$ cat config.mk
export PLATFORM = sky130hd
export DESIGN_NAME = utf8_stream_decoder_core
export DESIGN_NICKNAME = d
export VERILOG_FILES = /design/src/hw/rtl/utf8d_pkg.sv /design/src/hw/rtl/utf8d_front.sv /design/src/hw/rtl/utf8d_fifo.sv /design/src/hw/rtl/utf8d_back.sv /design/src/hw/rtl/utf8_stream_decoder_core.sv
export SDC_FILE = /design/constraint.sdc
export NUM_CORES = 1
export LEC_CHECK = 0
export BUFFER_PORTS_ARGS = -buffer_cell sky130_fd_sc_hd__buf_2
export CAP_MARGIN = 20
export CORE_UTILIZATION = 35
export CTS_BUF_LIST = sky130_fd_sc_hd__clkbuf_2
export DETAILED_ROUTE_END_ITERATION = 12
export GPL_TIMING_DRIVEN = 0
export PLACE_DENSITY_LB_ADDON = 0.08
export SLEW_MARGIN = 20
export SYNTH_ARGS = -nofsm -noshare
export SYNTH_HDL_FRONTEND = slang
export SYNTH_HIERARCHICAL = 1
export SYNTH_SLANG_ARGS = --single-unit
$ cat constraint.sdc
create_clock -name clk_i -period 10.51 [get_ports clk_i]
set_clock_uncertainty 0.1 [all_clocks]
set_input_delay 2.102 -clock clk_i [delete_from_list [all_inputs] [get_ports clk_i]]
set_output_delay 2.102 -clock clk_i [all_outputs]
set_load 0.05 [all_outputs]
$ cat src/hw/rtl/utf8d_pkg.sv
`default_nettype none

package utf8d_pkg;

  // Byte classes
  localparam logic [7:0] CONT_MASK    = 8'b1100_0000;
  localparam logic [7:0] CONT_TAG     = 8'b1000_0000;
  localparam logic [7:0] PAYLOAD_MASK = 8'b0011_1111;
  localparam logic [7:0] LEAD6_MASK   = 8'b1111_1100;
  localparam logic [7:0] BAD_MASK     = 8'b1111_1110;

  // Configuration register map
  localparam int unsigned    PADDR_W    = 3;
  localparam logic [PADDR_W-1:0] ADDR_REPL = 3'd0;
  localparam logic [30:0]    REPL_RESET = 31'd65533;

  // Queue between front and back
  localparam int unsigned QDEPTH = 4;
  localparam int unsigned QAW    = $clog2(QDEPTH);

  typedef struct packed {
    logic [7:0] data_byte;
    logic       end_of_text;
  } in_item_t;

  typedef struct packed {
    logic [30:0] code_point;
    logic        last_of_run;
  } out_item_t;

  // One queue entry holds every result of one byte
  typedef struct packed {
    logic        two;
    logic [30:0] v0;
    logic [30:0] v1;
  } q_entry_t;

  typedef struct packed {
    logic       is_ascii;
    logic       bad;
    logic [2:0] rem;
    logic [5:0] val;
  } lead_t;

  // Classify a byte seen as the start of a sequence
  function automatic lead_t lead_decode(logic [7:0] b);
    lead_t l;
    l = '0;
    if (b[7] == 1'b0) begin
      l.is_ascii = 1'b1;
    end else if ((b & BAD_MASK) == BAD_MASK) begin
      l.bad = 1'b1;
    end else if ((b & LEAD6_MASK) == LEAD6_MASK) begin
      l.rem = 3'd5;
      l.val = {5'b0, b[0]};
    end else if (b[7:3] == 5'b11111) begin
      l.rem = 3'd4;
      l.val = {4'b0, b[1:0]};
    end else if (b[7:4] == 4'b1111) begin
      l.rem = 3'd3;
      l.val = {3'b0, b[2:0]};
    end else if (b[7:5] == 3'b111) begin
      l.rem = 3'd2;
      l.val = {2'b0, b[3:0]};
    end else if ((b & CONT_MASK) == CONT_MASK) begin
      l.rem = 3'd1;
      l.val = {1'b0, b[4:0]};
    end else begin
      l.bad = 1'b1;
    end
    return l;
  endfunction

endpackage

`default_nettype wire

$ cat src/hw/rtl/utf8d_front.sv
`default_nettype none

module utf8d_front
  import utf8d_pkg::*;
(
  input  wire logic        clk_i,
  input  wire logic        rst_ni,
  input  wire logic        accept_i,
  input  wire in_item_t    item_i,
  input  wire logic [30:0] repl_i,
  output      logic        push_o,
  output      q_entry_t    entry_o
);

  logic [2:0]  pend_q, pend_d;
  logic [30:0] acc_q, acc_d;
  lead_t       lead;
  logic        cont;
  logic [2:0]  pend_dec;
  logic [30:0] acc_shift;
  logic        lead_emit;
  logic [30:0] lead_v;
  logic        any_emit;

  assign lead      = lead_decode(item_i.data_byte);
  assign cont      = (item_i.data_byte & CONT_MASK) == CONT_TAG;
  assign pend_dec  = pend_q - 3'd1;
  assign acc_shift = {acc_q[24:0], item_i.data_byte[5:0] & PAYLOAD_MASK[5:0]};

  // Result of treating the byte as a lead
  always_comb begin
    lead_emit = 1'b1;
    lead_v    = '0;
    if (lead.is_ascii) begin
      lead_v = {23'b0, item_i.data_byte};
    end else if (lead.bad) begin
      lead_v = repl_i;
    end else if (item_i.end_of_text) begin
      lead_v = {25'b0, lead.val};
    end else begin
      lead_emit = 1'b0;
    end
  end

  // Classify against the open sequence and build the queue entry
  always_comb begin
    pend_d   = pend_q;
    acc_d    = acc_q;
    entry_o  = '0;
    any_emit = 1'b0;
    if (pend_q != 3'd0 && cont) begin
      pend_d = pend_dec;
      acc_d  = acc_shift;
      if (pend_dec == 3'd0 || item_i.end_of_text) begin
        any_emit   = 1'b1;
        entry_o.v0 = acc_shift;
        pend_d     = '0;
        acc_d      = '0;
      end
    end else begin
      if (lead_emit || lead.bad) begin
        pend_d = '0;
        acc_d  = '0;
      end else begin
        pend_d = lead.rem;
        acc_d  = {25'b0, lead.val};
      end
      if (pend_q != 3'd0) begin
        any_emit    = 1'b1;
        entry_o.v0  = repl_i;
        entry_o.two = lead_emit;
        entry_o.v1  = lead_v;
      end else begin
        any_emit   = lead_emit;
        entry_o.v0 = lead_v;
      end
    end
  end

  assign push_o = accept_i && any_emit;

  // Advance decoder state on each accepted beat
  always_ff @(posedge clk_i or negedge rst_ni) begin
    if (!rst_ni) begin
      pend_q <= '0;
      acc_q  <= '0;
    end else if (accept_i) begin
      pend_q <= pend_d;
      acc_q  <= acc_d;
    end
  end

endmodule

`default_nettype wire

$ cat src/hw/rtl/utf8d_fifo.sv
`default_nettype none

module utf8d_fifo
  import utf8d_pkg::*;
(
  input  wire logic     clk_i,
  input  wire logic     rst_ni,
  input  wire logic     push_i,
  input  wire q_entry_t entry_i,
  input  wire logic     pop_i,
  output      logic     full_o,
  output      logic     empty_o,
  output      q_entry_t head_o
);

  q_entry_t         mem_q [QDEPTH];
  logic [QAW-1:0]   wr_q, rd_q;
  logic [QAW:0]     cnt_q;

  assign full_o  = cnt_q == (QAW+1)'(QDEPTH);
  assign empty_o = cnt_q == '0;
  assign head_o  = mem_q[rd_q];

  // Store pushed entries
  always_ff @(posedge clk_i) begin
    if (push_i) begin
      mem_q[wr_q] <= entry_i;
    end
  end

  // Advance pointers and fill count
  always_ff @(posedge clk_i or negedge rst_ni) begin
    if (!rst_ni) begin
      wr_q  <= '0;
      rd_q  <= '0;
      cnt_q <= '0;
    end else begin
      if (push_i) begin
        wr_q <= wr_q + QAW'(1);
      end
      if (pop_i) begin
        rd_q <= rd_q + QAW'(1);
      end
      if (push_i && !pop_i) begin
        cnt_q <= cnt_q + (QAW+1)'(1);
      end else if (pop_i && !push_i) begin
        cnt_q <= cnt_q - (QAW+1)'(1);
      end
    end
  end

endmodule

`default_nettype wire

$ cat src/hw/rtl/utf8d_back.sv
`default_nettype none

module utf8d_back
  import utf8d_pkg::*;
(
  input  wire logic      clk_i,
  input  wire logic      rst_ni,
  input  wire logic      head_valid_i,
  input  wire q_entry_t  head_i,
  output      logic      pop_o,
  output      logic      out_valid_o,
  input  wire logic      out_ready_i,
  output      out_item_t out_data_o
);

  logic      valid_q;
  logic      sel_q, sel_d;
  out_item_t data_q, data_d;
  logic      load;

  assign load = head_valid_i && (!valid_q || out_ready_i);

  // Pick the next result of the head entry
  always_comb begin
    data_d.code_point  = sel_q ? head_i.v1 : head_i.v0;
    data_d.last_of_run = sel_q || !head_i.two;
    pop_o              = load && data_d.last_of_run;
    sel_d              = sel_q;
    if (load) begin
      sel_d = !data_d.last_of_run;
    end
  end

  // Hold the output beat until it is taken
  always_ff @(posedge clk_i or negedge rst_ni) begin
    if (!rst_ni) begin
      valid_q <= 1'b0;
      sel_q   <= 1'b0;
    end else begin
      sel_q <= sel_d;
      if (load) begin
        valid_q <= 1'b1;
      end else if (out_ready_i) begin
        valid_q <= 1'b0;
      end
    end
  end

  always_ff @(posedge clk_i) begin
    if (load) begin
      data_q <= data_d;
    end
  end

  assign out_valid_o = valid_q;
  assign out_data_o  = data_q;

endmodule

`default_nettype wire

$ cat src/hw/rtl/utf8_stream_decoder_core.sv
// UTF-8 stream decoder, original lead forms of 1 to 6 bytes.
// Input channel: in_valid_i/in_ready_o with in_data_i (one raw byte plus
// an end-of-text flag). Output channel: out_valid_o/out_ready_i with
// out_data_o (one code point plus last_of_run, set on the final result
// that a byte causes). A byte causes zero, one or two results.
// Throughput: one byte per cycle while the queue is not full; the output
// gives one result per cycle while out_ready_i is high, so a byte with two
// results holds the back end until both are taken. The front writes the
// queue at the edge that accepts the byte, and the output register then
// loads from the queue head when it is free to take a new result.
// A four-entry queue sits between the byte classifier and the output
// stage; in_ready_o drops only when that queue is full, so a stalled
// receiver backs up into the queue before the input stops.
// The replacement code is set through the APB port at address 0 and
// reads back there; reset loads U+FFFD.
// Reset clears the open sequence, the queue and the output valid flag.
`default_nettype none

module utf8_stream_decoder_core
  import utf8d_pkg::*;
(
  input  wire logic               clk_i,
  input  wire logic               rst_ni,
  input  wire logic               in_valid_i,
  output      logic               in_ready_o,
  input  wire in_item_t           in_data_i,
  output      logic               out_valid_o,
  input  wire logic               out_ready_i,
  output      out_item_t          out_data_o,
  input  wire logic               psel,
  input  wire logic               penable,
  input  wire logic               pwrite,
  input  wire logic [PADDR_W-1:0] paddr,
  input  wire logic [31:0]        pwdata,
  output      logic [31:0]        prdata,
  output      logic               pready
);

  logic [30:0] repl_q;
  logic        accept;
  logic        push, pop, full, empty;
  q_entry_t    entry, head;

  // Configuration register
  assign pready = 1'b1;
  assign prdata = (paddr == ADDR_REPL) ? {1'b0, repl_q} : '0;

  always_ff @(posedge clk_i or negedge rst_ni) begin
    if (!rst_ni) begin
      repl_q <= REPL_RESET;
    end else if (psel && penable && pwrite && pready && paddr == ADDR_REPL) begin
      repl_q <= pwdata[30:0];
    end
  end

  assign in_ready_o = !full;
  assign accept     = in_valid_i && in_ready_o;

  utf8d_front u_front (
    .clk_i    (clk_i),
    .rst_ni   (rst_ni),
    .accept_i (accept),
    .item_i   (in_data_i),
    .repl_i   (repl_q),
    .push_o   (push),
    .entry_o  (entry)
  );

  utf8d_fifo u_fifo (
    .clk_i   (clk_i),
    .rst_ni  (rst_ni),
    .push_i  (push),
    .entry_i (entry),
    .pop_i   (pop),
    .full_o  (full),
    .empty_o (empty),
    .head_o  (head)
  );

  utf8d_back u_back (
    .clk_i        (clk_i),
    .rst_ni       (rst_ni),
    .head_valid_i (!empty),
    .head_i       (head),
    .pop_o        (pop),
    .out_valid_o  (out_valid_o),
    .out_ready_i  (out_ready_i),
    .out_data_o   (out_data_o)
  );

endmodule

`default_nettype wire

==> out/qor.csv <==
stage;metric;value;unit
status;status;finished, final reports clean;
critical_path;critical path class;in2out;
global_routing;first-pass GRT wire length;53100;µm
critical_path;Worst Setup EP;prdata[9];
finish;nets@finish;1069;
synth;sequential share of the synthesized area;69.0;%
critical_path;crit end category;output pin;
global_routing;antenna violations before repair;2;
sta;fin crit share;56.0;%
detailed_routing;initial detailed-routing violation count;423;
sta;hold slack final;0.389;ns
critical_path;CP arrival;3.68;ns
die;row cnt;75;
die;core area;41900;µm²
placed_design;gp weighted congestion;0.781;
synth;ys async rst share;19.3;%
sta;RSZ-0062 raised after global routing;false;
power;pwr/cell area;266;nW/µm²
sta;Slew Viols, Final;0;
synth;Post-synth EDFFs;284;
detailed_routing;routed wire length;35100;µm
critical_path;Register-to-Register Path Depth;7;
clock_network;Worst-path clk slew;0.09;ns
detailed_routing;post-detailed-route count of antenna-violating nets;0;
global_routing;total gr overflow;0;
finish;area of the multi-input gates;4150;µm²
global_routing;vias in the first global route;8425;
placed_design;HPWL after DPL;22700;µm
die;Die Width;208;µm
global_routing;Global Route Usage Sum;16.7;%
synth;register bit count reported by yosys;352;
sta;final hold vios;0;
critical_path;CP startpoint kind;input pin;
clock_network;Post-CTS Resized;0;
flow_run;number of max-cap violations;0;
synth;syn avg cell area;18.6;µm²
finish;Layout Area Growth over Synthesis;14.9;%
sta;Slew @ Worst Pin;0.708;ns
placed_design;number of port buffers;111;
sta;max frequency;170;MHz
die;Initial Util;35.5;%
synth;main flop type after synthesis;edfxtp_1;
detailed_routing;Vias per Instance;4.93;
clock_network;Sink Count;352;
power;LEAKAGE;6.53;nW
synth;Ys Warns;6;
clock_network;Root Buffer;clkbuf_2;
sta;TNS Setup;0;ns
clock_network;CTS H-tree lvls;3;
detailed_routing;Detailed Routing Iterations Pass 1;5;
finish;Register Area;10200;µm²
critical_path;crit path launch;paddr[1];
finish;commonest non-fill, non-tap cells in the layout;284 x edfxtp_1, 138 x clkbuf_2, 126 x buf_2;
clock_network;Hold Buf Count CTS;0;
synth;net count after synthesis;859;
hold_path;Tightest Hold Check Type;reg2reg;
critical_path;CP required;8.31;ns
synth;Cells after Synth;799;
synth;Synth cell types;65;
critical_path;worst flop-to-flop path startpoint;u_fifo/cnt_q[2];
clock_network;CTS buffer count;91;
clock_network;Longest Clk Path Bufs;3;
critical_path;Reg-to-Reg End;u_fifo/mem_q[0][18];
finish;layout cells sized above 1;42.1;%
global_routing;largest net degree at the start of global routing;48;
clock_network;Setup Fix Bufs, Post-CTS;0;
finish;most common cell after layout, fill and taps aside;edfxtp_1;
sta;relative slew slack;52.8;%
sta;Tmin final;5.89;ns
critical_path;critical path fanouts, max;10;
detailed_routing;residual DRC count;0;
detailed_routing;DR vias;7994;
die;total die area;43200;µm²
power;VDD IR max;0.116;mV
clock_network;CTS tree;built;
sta;# setup viols final;0;
finish;number of fill cells in the layout;3889;
critical_path;reg2reg setup slack;7.12;ns
die;IO Count;118;
detailed_routing;WL/cell;21.7;µm
die;Die Height;208;µm
clock_network;clk_lat worst skew;0.94;ns
synth;Mapped Area;14800;µm²
-- power by group --
part           switching (mW)  internal, mW  leakage (nW)
sequential              0.112          1.92          3.54
combinational           0.938         0.670          2.37
clock                   0.549         0.348         0.624
-- cell families after synthesis --
family	synth area share, %
buffers and inverters	3.08
and+or+nand+nor	5.27
muxes	16.1
AOI/OAI and AO/OA	5.24
adders and majority gates	0.809
other	0.0506
DFF	69.0
xor gates and xnor gates	0.413
-- final cells by class --
class,count,area share [%]
Antenna cell,1,0.0147
Buffer,49,2.39
Clock buffer,137,4.02
Clock inverter,29,0.704
Inverter,13,0.286
Multi-Input combinational cell,385,24.3
Sequential cell,352,60.1
Tap cell,539,3.95
Timing Repair Buffer,117,4.20
-- metrics by stage --
stage                     total power, mW  worst slack [ns]  cells  utilization [%]  instance area (µm²)
after floorplan                      3.23              5.30    799                -                14800
after global placement               3.70              3.26   1449             38.4                16100
after detailed placement             3.71              4.51   1455             38.8                16200
after CTS                            4.64              4.50   1621             40.7                17100
after global routing                 4.80              4.47   1622             40.7                17100
final                                4.54              4.62   1622             40.7                17100
-- routing by layer --
layer	GRT usage [%]	part of all wire [%]	up-vias
met5	0	0.037	-
met4	5.52	1.8	2
met3	3.94	4.2	59
met2	26.5	48	188
met1	22.6	46	4117
li1	-	-	3628
-- flip-flops by register name, summed over array words and instances, names as in the netlist --
name	count
repl_q	31
u_back/out_data_o	32
u_back/out_valid_o	1
u_back/sel_q	1
u_fifo/cnt_q	3
u_fifo/mem_q	252
u_fifo/rd_q	2
u_fifo/wr_q	2
u_front/acc_q	25
u_front/pend_q	3
-- critical path, stage by stage --
cell and delay, ns:
buf_2 0.10, nor3_2 0.43, clkbuf_1 0.57, and2_1 0.22, buf_2 0.26
-- worst min path at each step --
stage / from / to / slack (ns) / depth (start not counted)
2_1_floorplan: u_fifo/cnt_q[2] / u_fifo/cnt_q[2] / 0.36 / 1
3_5_place_dp: u_fifo/cnt_q[2] / u_fifo/cnt_q[2] / 0.38 / 1
5_1_grt: u_fifo/cnt_q[2] / u_fifo/cnt_q[2] / 0.42 / 1
3_3_place_gp: u_fifo/cnt_q[2] / u_fifo/cnt_q[2] / 0.37 / 1
6_report: u_fifo/cnt_q[2] / u_fifo/cnt_q[2] / 0.39 / 1
4_1_cts: u_fifo/cnt_q[2] / u_fifo/cnt_q[2] / 0.39 / 1
-- synthesized netlist by cell type, types with 4 or more instances --
| master | instances | share of area, % |
|---|---|---|
| edfxtp_1 | 284 | 57 |
| mux4_2 | 63 | 9.6 |
| and2_1 | 59 | 2.5 |
| mux2_4 | 59 | 6.0 |
| dfrtp_1 | 53 | 8.9 |
| a22o_1 | 41 | 2.4 |
| nand2_1 | 29 | 0.73 |
| a21oi_1 | 18 | 0.61 |
| buf_2 | 16 | 0.54 |
| dfstp_2 | 15 | 2.7 |
| inv_1 | 13 | 0.33 |
| buf_6 | 12 | 0.91 |
| clkbuf_1 | 10 | 0.25 |
| nand2b_1 | 10 | 0.42 |
| nor2_1 | 9 | 0.23 |
| o21ai_0 | 9 | 0.30 |
| ha_1 | 8 | 0.67 |
| nand3_1 | 8 | 0.27 |
| buf_12 | 6 | 0.81 |
| mux2_2 | 5 | 0.38 |
| a31oi_1 | 4 | 0.17 |
| buf_4 | 4 | 0.20 |
| xor2_1 | 4 | 0.24 |
No activity file was read; power rests on OpenSTA's default activity.
